File: config.mk
export PLATFORM = sky130hd
export DESIGN_NAME = ipv4_text_parser_flat
export DESIGN_NICKNAME = d
export VERILOG_FILES = /design/src/rtl/itp_pkg.sv /design/src/rtl/itp_req_if.sv /design/src/rtl/itp_rsp_if.sv /design/src/rtl/ipv4_text_parser.sv /design/src/flat_wrapper.sv
export SDC_FILE = /design/constraint.sdc
export NUM_CORES = 1
export LEC_CHECK = 0
export ABC_CLOCK_PERIOD_IN_PS = 6700
export BUFFER_PORTS_ARGS = -buffer_cell sky130_fd_sc_hd__buf_4
export CAP_MARGIN = 20
export CORE_MARGIN = 5
export CORE_UTILIZATION = 45
export CTS_CLUSTER_DIAMETER = 150
export DETAILED_ROUTE_END_ITERATION = 7
export GPL_ROUTABILITY_DRIVEN = 0
export PLACE_DENSITY = 0.68
export SETUP_SLACK_MARGIN = 0.15
export SYNTH_ARGS = -nofsm -noshare
export SYNTH_HDL_FRONTEND = slang
export SYNTH_SLANG_ARGS = --single-unit
File: constraint.sdc
create_clock -name clock -period 6.7 [get_ports clock]
set_input_delay 1.005 -clock clock [delete_from_list [all_inputs] [get_ports clock]]
set_output_delay 1.005 -clock clock [all_outputs]
set_load 0.05 [all_outputs]
File: src/rtl/itp_pkg.sv
// Shared widths and constants for the IPv4 dotted-decimal text parser.
`timescale 1ns / 1ps

package itp_pkg;

   localparam int CHAR_W    = 8;
   localparam int ADDR_W    = 32;
   localparam int PART_W    = 24;
   localparam int OCTET_W   = 9;
   localparam int INDEX_W   = 2;
   localparam int DIGIT_W   = 4;
   localparam int SUM_W     = 12;

   localparam logic [CHAR_W-1:0]  CHAR_ZERO = 8'h30;
   localparam logic [CHAR_W-1:0]  CHAR_NINE = 8'h39;
   localparam logic [OCTET_W-1:0] OCTET_MAX = 9'd255;
   localparam logic [OCTET_W-1:0] OCTET_SAT = 9'd256;
   localparam logic [INDEX_W-1:0] LAST_OCTET = 2'd3;

endpackage

File: src/rtl/itp_req_if.sv
// Character channel into the parser: valid/ready plus one text byte and start flag.
`timescale 1ns / 1ps

interface itp_req_if;
   import itp_pkg::*;

   logic              valid;
   logic              ready;
   logic [CHAR_W-1:0] character;
   logic              start_req;

   modport source (output valid, output character, output start_req, input ready);
   modport sink   (input valid, input character, input start_req, output ready);
endinterface

File: src/rtl/itp_rsp_if.sv
// Result channel out of the parser: valid/ready plus address and error flag.
`timescale 1ns / 1ps

interface itp_rsp_if;
   import itp_pkg::*;

   logic              valid;
   logic              ready;
   logic [ADDR_W-1:0] address;
   logic              parse_error;

   modport source (output valid, output address, output parse_error, input ready);
   modport sink   (input valid, input address, input parse_error, output ready);
endinterface

File: src/rtl/ipv4_text_parser.sv
// Top level: dotted-decimal IPv4 text parser with a two-entry result buffer.
//
// Usage:
//   req_bus carries one ASCII character per transfer; start_req marks the
//   first character of a new address string and drops any parse in flight.
//   rsp_bus carries one result per string: the 32-bit address (first octet
//   in bits 31..24) with parse_error low, or zero with parse_error high.
//   The result is registered on the transfer of the character that ends
//   the fourth number, or of the first faulty one.
//   Characters after a result are ignored until the next start.
//   Throughput is one character per cycle unless stalled; the per-character
//   update is a single multiply-by-ten and add on the octet accumulator.
//   Results go to an output register backed by one skid entry, so req_bus
//   keeps accepting while a result waits; req_bus.ready drops only while
//   both entries are full, and rises again once rsp_bus takes a transfer.
//   Reset (synchronous, active high) empties the buffer and returns the
//   parser to idle with all accumulators cleared.
`timescale 1ns / 1ps

module ipv4_text_parser (
   input logic       clock,
   input logic       reset,
   itp_req_if.sink   req_bus,
   itp_rsp_if.source rsp_bus
);
   import itp_pkg::*;

   typedef enum logic [1:0] {
      PH_IDLE   = 2'd0,
      PH_EXPECT = 2'd1,
      PH_NUMBER = 2'd2
   } phase_type;

   phase_type            phase_ff,  phase_in;
   logic [INDEX_W-1:0]   index_ff,  index_in;
   logic [OCTET_W-1:0]   octet_ff,  octet_in;
   logic [PART_W-1:0]    part_ff,   part_in;

   logic                 out_valid_ff, skid_valid_ff;
   logic [ADDR_W-1:0]    out_addr_ff,  skid_addr_ff;
   logic                 out_err_ff,   skid_err_ff;

   logic                 accept, pop, push;
   logic                 is_digit;
   logic [DIGIT_W-1:0]   digit;
   logic [SUM_W-1:0]     sum;
   phase_type            phase_eff;
   logic [INDEX_W-1:0]   index_eff;
   logic [OCTET_W-1:0]   octet_eff;
   logic [PART_W-1:0]    part_eff;
   logic                 emit;
   logic [ADDR_W-1:0]    emit_addr;
   logic                 emit_err;

   assign req_bus.ready = !skid_valid_ff;
   assign accept = req_bus.valid && req_bus.ready;
   assign pop    = out_valid_ff && rsp_bus.ready;
   assign push   = accept && emit;

   assign rsp_bus.valid       = out_valid_ff;
   assign rsp_bus.address     = out_addr_ff;
   assign rsp_bus.parse_error = out_err_ff;

   assign is_digit = req_bus.character inside {[CHAR_ZERO:CHAR_NINE]};
   // low nibble of '0'..'9' is the digit value
   assign digit    = req_bus.character[DIGIT_W-1:0];
   assign sum      = SUM_W'(octet_eff) * SUM_W'(10) + SUM_W'(digit);

   always_comb begin
      // start restarts the string before this character is examined
      if (req_bus.start_req) begin
         phase_eff = PH_EXPECT;
         index_eff = '0;
         octet_eff = '0;
         part_eff  = '0;
      end else begin
         phase_eff = phase_ff;
         index_eff = index_ff;
         octet_eff = octet_ff;
         part_eff  = part_ff;
      end

      phase_in  = phase_eff;
      index_in  = index_eff;
      octet_in  = octet_eff;
      part_in   = part_eff;
      emit      = 1'b0;
      emit_addr = '0;
      emit_err  = 1'b0;

      case (phase_eff)
         PH_EXPECT: begin
            if (!is_digit) begin
               emit     = 1'b1;
               emit_err = 1'b1;
               phase_in = PH_IDLE;
            end else begin
               octet_in = OCTET_W'(digit);
               phase_in = PH_NUMBER;
            end
         end
         PH_NUMBER: begin
            if (is_digit) begin
               octet_in = (sum > SUM_W'(OCTET_SAT)) ? OCTET_SAT : sum[OCTET_W-1:0];
            end else if (octet_eff > OCTET_MAX) begin
               emit     = 1'b1;
               emit_err = 1'b1;
               phase_in = PH_IDLE;
            end else if (index_eff == LAST_OCTET) begin
               emit      = 1'b1;
               emit_addr = {part_eff, octet_eff[7:0]};
               phase_in  = PH_IDLE;
            end else begin
               part_in  = {part_eff[PART_W-9:0], octet_eff[7:0]};
               index_in = index_eff + INDEX_W'(1);
               octet_in = '0;
               phase_in = PH_EXPECT;
            end
         end
         default: begin
            // idle, and the unused code, ignore the character
         end
      endcase
   end

   always_ff @(posedge clock) begin
      if (reset) begin
         phase_ff      <= PH_IDLE;
         index_ff      <= '0;
         octet_ff      <= '0;
         part_ff       <= '0;
         out_valid_ff  <= 1'b0;
         skid_valid_ff <= 1'b0;
      end else begin
         if (accept) begin
            phase_ff <= phase_in;
            index_ff <= index_in;
            octet_ff <= octet_in;
            part_ff  <= part_in;
         end

         if (skid_valid_ff) begin
            // no push possible here: ready is low
            if (pop) begin
               out_addr_ff   <= skid_addr_ff;
               out_err_ff    <= skid_err_ff;
               skid_valid_ff <= 1'b0;
            end
         end else if (push && out_valid_ff && !pop) begin
            skid_addr_ff  <= emit_addr;
            skid_err_ff   <= emit_err;
            skid_valid_ff <= 1'b1;
         end else if (push) begin
            out_addr_ff  <= emit_addr;
            out_err_ff   <= emit_err;
            out_valid_ff <= 1'b1;
         end else if (pop) begin
            out_valid_ff <= 1'b0;
         end
      end
   end

   a_err_zero_addr: assert property (@(posedge clock) disable iff (reset)
      out_valid_ff && out_err_ff |-> out_addr_ff == '0)
      else $error("error result carries a nonzero address");

   a_skid_behind_out: assert property (@(posedge clock) disable iff (reset)
      skid_valid_ff |-> out_valid_ff)
      else $error("skid entry held while output register empty");

   a_octet_saturated: assert property (@(posedge clock) disable iff (reset)
      octet_ff <= OCTET_SAT)
      else $error("octet accumulator above saturation value");

   a_bad_start_reports: assert property (@(posedge clock) disable iff (reset)
      accept && req_bus.start_req && !is_digit |=> out_valid_ff)
      else $error("non-digit at string start gave no result");

endmodule
File: src/flat_wrapper.sv
// flat-port wrapper written by rule: the top's interface ports become plain ports
module ipv4_text_parser_flat import itp_pkg::*;
  (clock, reset, req_bus_valid, req_bus_character, req_bus_start_req, req_bus_ready, rsp_bus_valid, rsp_bus_address, rsp_bus_parse_error, rsp_bus_ready);
  itp_req_if req_bus_i ();
  itp_rsp_if rsp_bus_i ();
  input logic clock;
  input logic reset;
  input wire logic [$bits(req_bus_i.valid)-1:0] req_bus_valid;
  input wire logic [$bits(req_bus_i.character)-1:0] req_bus_character;
  input wire logic [$bits(req_bus_i.start_req)-1:0] req_bus_start_req;
  output wire logic [$bits(req_bus_i.ready)-1:0] req_bus_ready;
  output wire logic [$bits(rsp_bus_i.valid)-1:0] rsp_bus_valid;
  output wire logic [$bits(rsp_bus_i.address)-1:0] rsp_bus_address;
  output wire logic [$bits(rsp_bus_i.parse_error)-1:0] rsp_bus_parse_error;
  input wire logic [$bits(rsp_bus_i.ready)-1:0] rsp_bus_ready;
  assign req_bus_i.valid = req_bus_valid;
  assign req_bus_i.character = req_bus_character;
  assign req_bus_i.start_req = req_bus_start_req;
  assign req_bus_ready = req_bus_i.ready;
  assign rsp_bus_valid = rsp_bus_i.valid;
  assign rsp_bus_address = rsp_bus_i.address;
  assign rsp_bus_parse_error = rsp_bus_i.parse_error;
  assign rsp_bus_i.ready = rsp_bus_ready;
  ipv4_text_parser u_core (.clock(clock), .reset(reset), .req_bus(req_bus_i), .rsp_bus(rsp_bus_i));
endmodule
==> Word level (Yosys, flattened, before mapping) <==
Index checks and enable logic that the tools add are counted.
Widths: inputs -> output; s select.
{ "totals": {"ff_bits": 105, "latch_bits": 0, "mem_bits_rw": 0, "rom_bits": 0, "input_bits": 13, "output_inout_bits": 35, "wordCells": 86, "memories": 0} }
{ "op_classes": {"n_addsub": 2, "mul": 1, "div": 0, "order_cmp": 4, "eq_ne": 5, "n_shift": 0, "mux": 48, "n_bitwise": 3, "n_reduce_logical": 13} }
{ "op_table": {"columns": ["op", "count"], "rows": [
  ["$mux 32", 8],
  ["$mux 24", 5],
  ["$mux 9", 6],
  ["$mux 2", 9],
  ["$pmux 9 s2", 1],
  ["$mux 1", 16],
  ["$add 12x4->12", 1],
  ["$gt 12x9->1 const B", 1],
  ["$mul 9x3->11 const B", 1],
  ["$gt 9x8->1 const B", 1],
  ["$ge 8x6->1 const B", 1],
  ["$le 8x6->1 const B", 1],
  ["$logic_and 1x1->1", 6],
  ["$reduce_and 3->1", 2],
  ["$eq 2x2->1 const B", 2],
  ["$pmux 1 s2", 2],
  ["$pmux 2 s2", 1],
  ["$reduce_and 4->1", 1],
  ["$reduce_bool 2->1", 2],
  ["$not 1->1", 3],
  ["$add 2x1->2 const B", 1],
  ["$eq 2x1->1 const B", 1],
  ["$logic_not 1->1", 2],
  ["$ne 2x1->1 const B", 1],
  ["$ne 2x2->1 const B", 1]
]} }

==> Longest topological paths before layout <==
{ "logic_depth": {"ltp_word": 11, "mapped_depth": 14} }

==> Worst setup path after synthesis <==
Ideal clock, no wire load.
{ "synth_timing": {"path_kind": "input to register", "start": "in req_bus_start_req", "end": "reg u_core.skid_addr_ff[0], enable pin", "arrival_time_ps": 6073, "path_slack_ps": 109, "stages": 8, "path_cell_list": "clkbuf_1 -> or2_2 -> inv_1 -> ha_1 -> clkbuf_1 -> a31oi_1 -> or4_1 -> nor4b_1"} }
{ "synth_via": {"elab_chain_len": 10, "elab_cells_between_ends": 15, "classes_between": "order compare: 1; eq/ne: 3; mux: 7; reduce/logical: 4"} }
{ "synth_lines": {"columns": ["element", "line_no", "source"], "rows": [
  ["start: declaration", "flat_wrapper.sv:10", "input wire logic [$bits(req_bus_i.start_req)-1:0] req_bus_start_req;"],
  ["parallel branches: the longest is 5 deep, another holds $gt 9x8->1", null, null],
  ["$pmux 1 s2 *", "ipv4_text_parser.sv:91", "case (phase_eff)"],
  ["$logic_and 1x1->1 *", "ipv4_text_parser.sv:58", "assign push = accept && emit;"],
  ["$logic_and 1x1->1 * (2 in series)", "ipv4_text_parser.sv:149", "end else if (push && out_valid_ff && !pop) begin"],
  ["$reduce_and 3->1 (no line) *", null, null],
  ["end signal: assignment", "ipv4_text_parser.sv:150", "skid_addr_ff <= emit_addr;"],
  ["end: declaration", "ipv4_text_parser.sv:40", "logic [ADDR_W-1:0] out_addr_ff, skid_addr_ff;"]
]} }
Mark *: on every way between the ends.
A chain may end at the register's enable or synchronous reset.

==> Worst setup path after layout <==
{ "layout_timing": {"start": "in req_bus_start_req", "end": "reg u_core.octet_ff[1]"} }
{ "layout_via": {"elab_chain_len": 7, "elab_cells_between_ends": 16, "classes_between": "add/sub: 1; mul: 1; order compare: 2; eq/ne: 3; mux: 9"} }
{ "layout_lines": {"columns": ["element", "line_no", "source"], "rows": [
  ["$mux 9", "ipv4_text_parser.sv:71", "if (req_bus.start_req) begin"],
  ["$mul 9x3->11", "ipv4_text_parser.sv:67", "assign sum = SUM_W'(octet_eff) * SUM_W'(10) + SUM_W'(digit);"],
  ["$add 12x4->12", "ipv4_text_parser.sv:67", null],
  ["$gt 12x9->1", "ipv4_text_parser.sv:104", "octet_in = (sum > SUM_W'(OCTET_SAT)) ? OCTET_SAT : sum[OCTET_W-1:0];"],
  ["$mux 9", "ipv4_text_parser.sv:104", null],
  ["$mux 9", "ipv4_text_parser.sv:103", "if (is_digit) begin"],
  ["$pmux 9 s2 *", "ipv4_text_parser.sv:91", null],
  ["end signal: assignment", "ipv4_text_parser.sv:138", "octet_ff <= octet_in;"],
  ["end: declaration", "ipv4_text_parser.sv:36", "logic [OCTET_W-1:0] octet_ff, octet_in;"]
]} }
Mark *: on every way between the ends. The rest lies on a longest branch, timed or not.

==> results.json <==
{
  "setup_tns_ns": 0,
  "grt_antenna_before_repair": 0,
  "nFillCells": 1014,
  "grt_setup_unrepaired": "no",
  "synth_top_cell_by_area": "edfxtp_1",
  "dp.cells": 623,
  "finalHoldViolCount": 0,
  "clkSinkCount": 105,
  "post-dp-hpwl_um": 7289,
  "synth_cells": 456,
  "num_vias": 3592,
  "grt_overflow": 0,
  "relSlewSlack_pct": 42.50,
  "antennaDiodeCount": 0,
  "avgSynthCellArea_um2": 11.35,
  "timing.final.ws_setup_ns": 2.517,
  "std_cell_rows": 39,
  "cp_max_fo": 23,
  "post_cts_resize_count": 0,
  "die_w_um": 117.2,
  "mostFrequentLayoutCells": "edfxtp_1 (66), buf_4 (50), nor2_1 (47), dfxtp_1 (39)",
  "dpl_worst_slack_ns": 2.204,
  "rr_startpoint": "u_core.octet_ff[0]",
  "die_height_um": 117.2,
  "first_pass_iters": 5,
  "setup_viol": 0,
  "max_cap_violations": 0,
  "synth_nets": 482,
  "cts_tree": "done",
  "clk_latency_ns": 0.34,
  "htree_levels": 3,
  "reg2reg_slack_ns": 2.96,
  "hold_end": "u_core.phase_ff[0]",
  "worst-slew-pin-transition_ns": 0.8607,
  "ant_nets": 0,
  "nNetsFinal": 517,
  "hold_ws_ns": 0.4933,
  "grt_max_degree": 36,
  "final_common_cell": "edfxtp_1",
  "worstPathRequired_ns": 6.95,
  "cp_data_arrival_time_ns": 4.43,
  "crit_path_end_kind": "flop",
  "final_cells": 639,
  "cts_buffers": 9,
  "p_per_area_nw_per_um2": 215.5,
  "rr_endpoint": "u_core.octet_ff[1]",
  "rr_worst_depth": 12,
  "critPathKind": "input pin to flop",
  "hold_start": "u_core.phase_ff[0]",
  "postCtsHoldBufs": 0,
  "p_leak_nw": 2.240,
  "wirelength_um": 10370,
  "async_flop_share_pct": 0,
  "status": "complete, no violations",
  "initial_utilization_pct": 45.71,
  "syn_to_final_growth_pct": 14.99,
  "cts_buffer_depth": 2,
  "dieArea_um2": 13740,
  "synth-seq-cells": 105,
  "whs_path_depth": 2,
  "synth_top_area_share_pct": 38.30,
  "clock_skew_ns": 0.005889,
  "grt.total_usage_pct": 15.68,
  "drc": 0,
  "yosysUniqueCellTypes": 65,
  "hp-class": "flop to flop",
  "numPortBuffers": 47,
  "clk_pin_slew_worst_paths_ns": 0.07,
  "slew_viol_final": 0,
  "pin_count": 48,
  "irDropWorstVdd_mv": 0.1340,
  "post_drt_wl_per_cell_um": 16.23,
  "syn-cell-area_um2": 5175,
  "fmax_mhz": 239.0,
  "design.core.area_um2": 11320,
  "yosysSeqAreaShare_pct": 53.38,
  "fin_crit_ns": 4.183,
  "cts_setup_buffers": 0,
  "grt_pass1_vias": 3454,
  "synthFlopType": "edfxtp_1",
  "drive_gt1_share_pct": 22.38,
  "synth_edf_count": 66,
  "ys.warnings.count": 0,
  "startpoint_type": "input pin",
  "fin_crit_sh_pct": 62.44,
  "cts_root_buf": "clkbuf_16",
  "grt_pass1_wl_um": 17130,
  "synthTopCellsByArea": "edfxtp_1 (38%), dfxtp_1 (15%), mux2_2 (7.2%), and2_1 (4.0%), a22oi_1 (3.9%)",
  "drt-initial-drc-count": 300,
  "via_per_inst": 5.621
}
worst max path at each step:
stage | endpoint | cells past startpoint | start | slack, ns
global route | u_core.octet_ff[7] | 13 | req_bus_start_req | 2.25
finish | u_core.octet_ff[1] | 13 | req_bus_start_req | 2.52
floorplan | u_core.rsp_bus.address[0] | 8 | req_bus_start_req | 1.01
global placement | u_core.octet_ff[3] | 13 | req_bus_start_req | 2.29
CTS | u_core.octet_ff[5] | 13 | req_bus_start_req | 2.54
detailed placement | u_core.octet_ff[5] | 13 | req_bus_start_req | 2.20
Yosys cell counts (all sizes together), types with 5 or more instances:
| cell | instances |
|---|---|
| dfxtp | 39 |
| nor2 | 47 |
| a31oi | 5 |
| a211oi | 5 |
| nand2 | 17 |
| a21oi | 12 |
| xor2 | 5 |
| edfxtp | 66 |
| xnor2 | 11 |
| o21ai | 10 |
| nor3 | 10 |
| nor2b | 7 |
| clkbuf | 22 |
| and2 | 33 |
| a22oi | 27 |
| mux2 | 33 |
| inv | 18 |
| ha | 12 |
per-layer routing:
metal / track usage (%) / vias up / share of wire, %
met1: 22.25 / 1742 / 48
met2: 24.25 / 83 / 47
li1: - / 1761 / -
met3: 3.393 / 6 / 4.9
met5: 0 / - / 0
met4: 4.511 / 0 / 0.71
worst max-delay path: stages:
cell and delay (ns):
buf_4 0.19, nor2b_1 0.29, and2_1 0.18, ha_1 0.19, inv_1 0.06, fa_1 0.50, nand2b_1 0.20, or2_1 0.25
nor3_1 0.40, nand4b_4 0.16, a2111oi_4 0.54, o21ai_2 0.17, o31ai_1 0.27
cells by family (layout without fill, tap and decap cells):
| kind of cell | Yosys count | after routing | share of synthesized area, % |
|---|---|---|---|
| simple gates | 146 | 146 | 15.26 |
| flops | 105 | 105 | 53.38 |
| buf+inv | 44 | 84 | 3.240 |
| fa+ha+maj | 13 | 13 | 3.288 |
| xor+xnor | 17 | 17 | 3.143 |
| compound gates | 97 | 97 | 14.31 |
| mux | 34 | 34 | 7.374 |
cell type report:
class,count,area (um2),area share [%]
inverter,18,67.56,1.135
clock inverter,6,60.06,1.009
sequential,105,2763,46.43
clock buffer,10,229.0,3.848
multi-input combinational,307,2277,38.27
timing repair buffer,50,375.4,6.308
tap,143,178.9,3.007
registers in the layout (all words and copies together) (netlist names), 2 cells and up:
register,count
u_core.rsp_bus.address,32
u_core.skid_addr_ff,32
u_core.octet_ff,9
u_core.phase_ff,2
u_core.part_ff,24
u_core.index_ff,2
where the power goes:
group	switching (mW)	leakage, nW	internal [mW]
clock	0.238	0.140	0.261
combinational	0.0596	1.22	0.0291
sequential	0.00369	0.878	0.690
metrics by stage:
stage	cell area (um2)	util, %	total power [mW]
after detailed placement	5662	50.01	0.7978
after floorplan	5181	-	0.7705
after global routing	5951	52.56	1.330
after global placement	5662	50.01	0.7960
after CTS	5951	52.56	1.297
final	5951	52.56	1.282
Note: power is estimated with default switching activity, not from simulation.
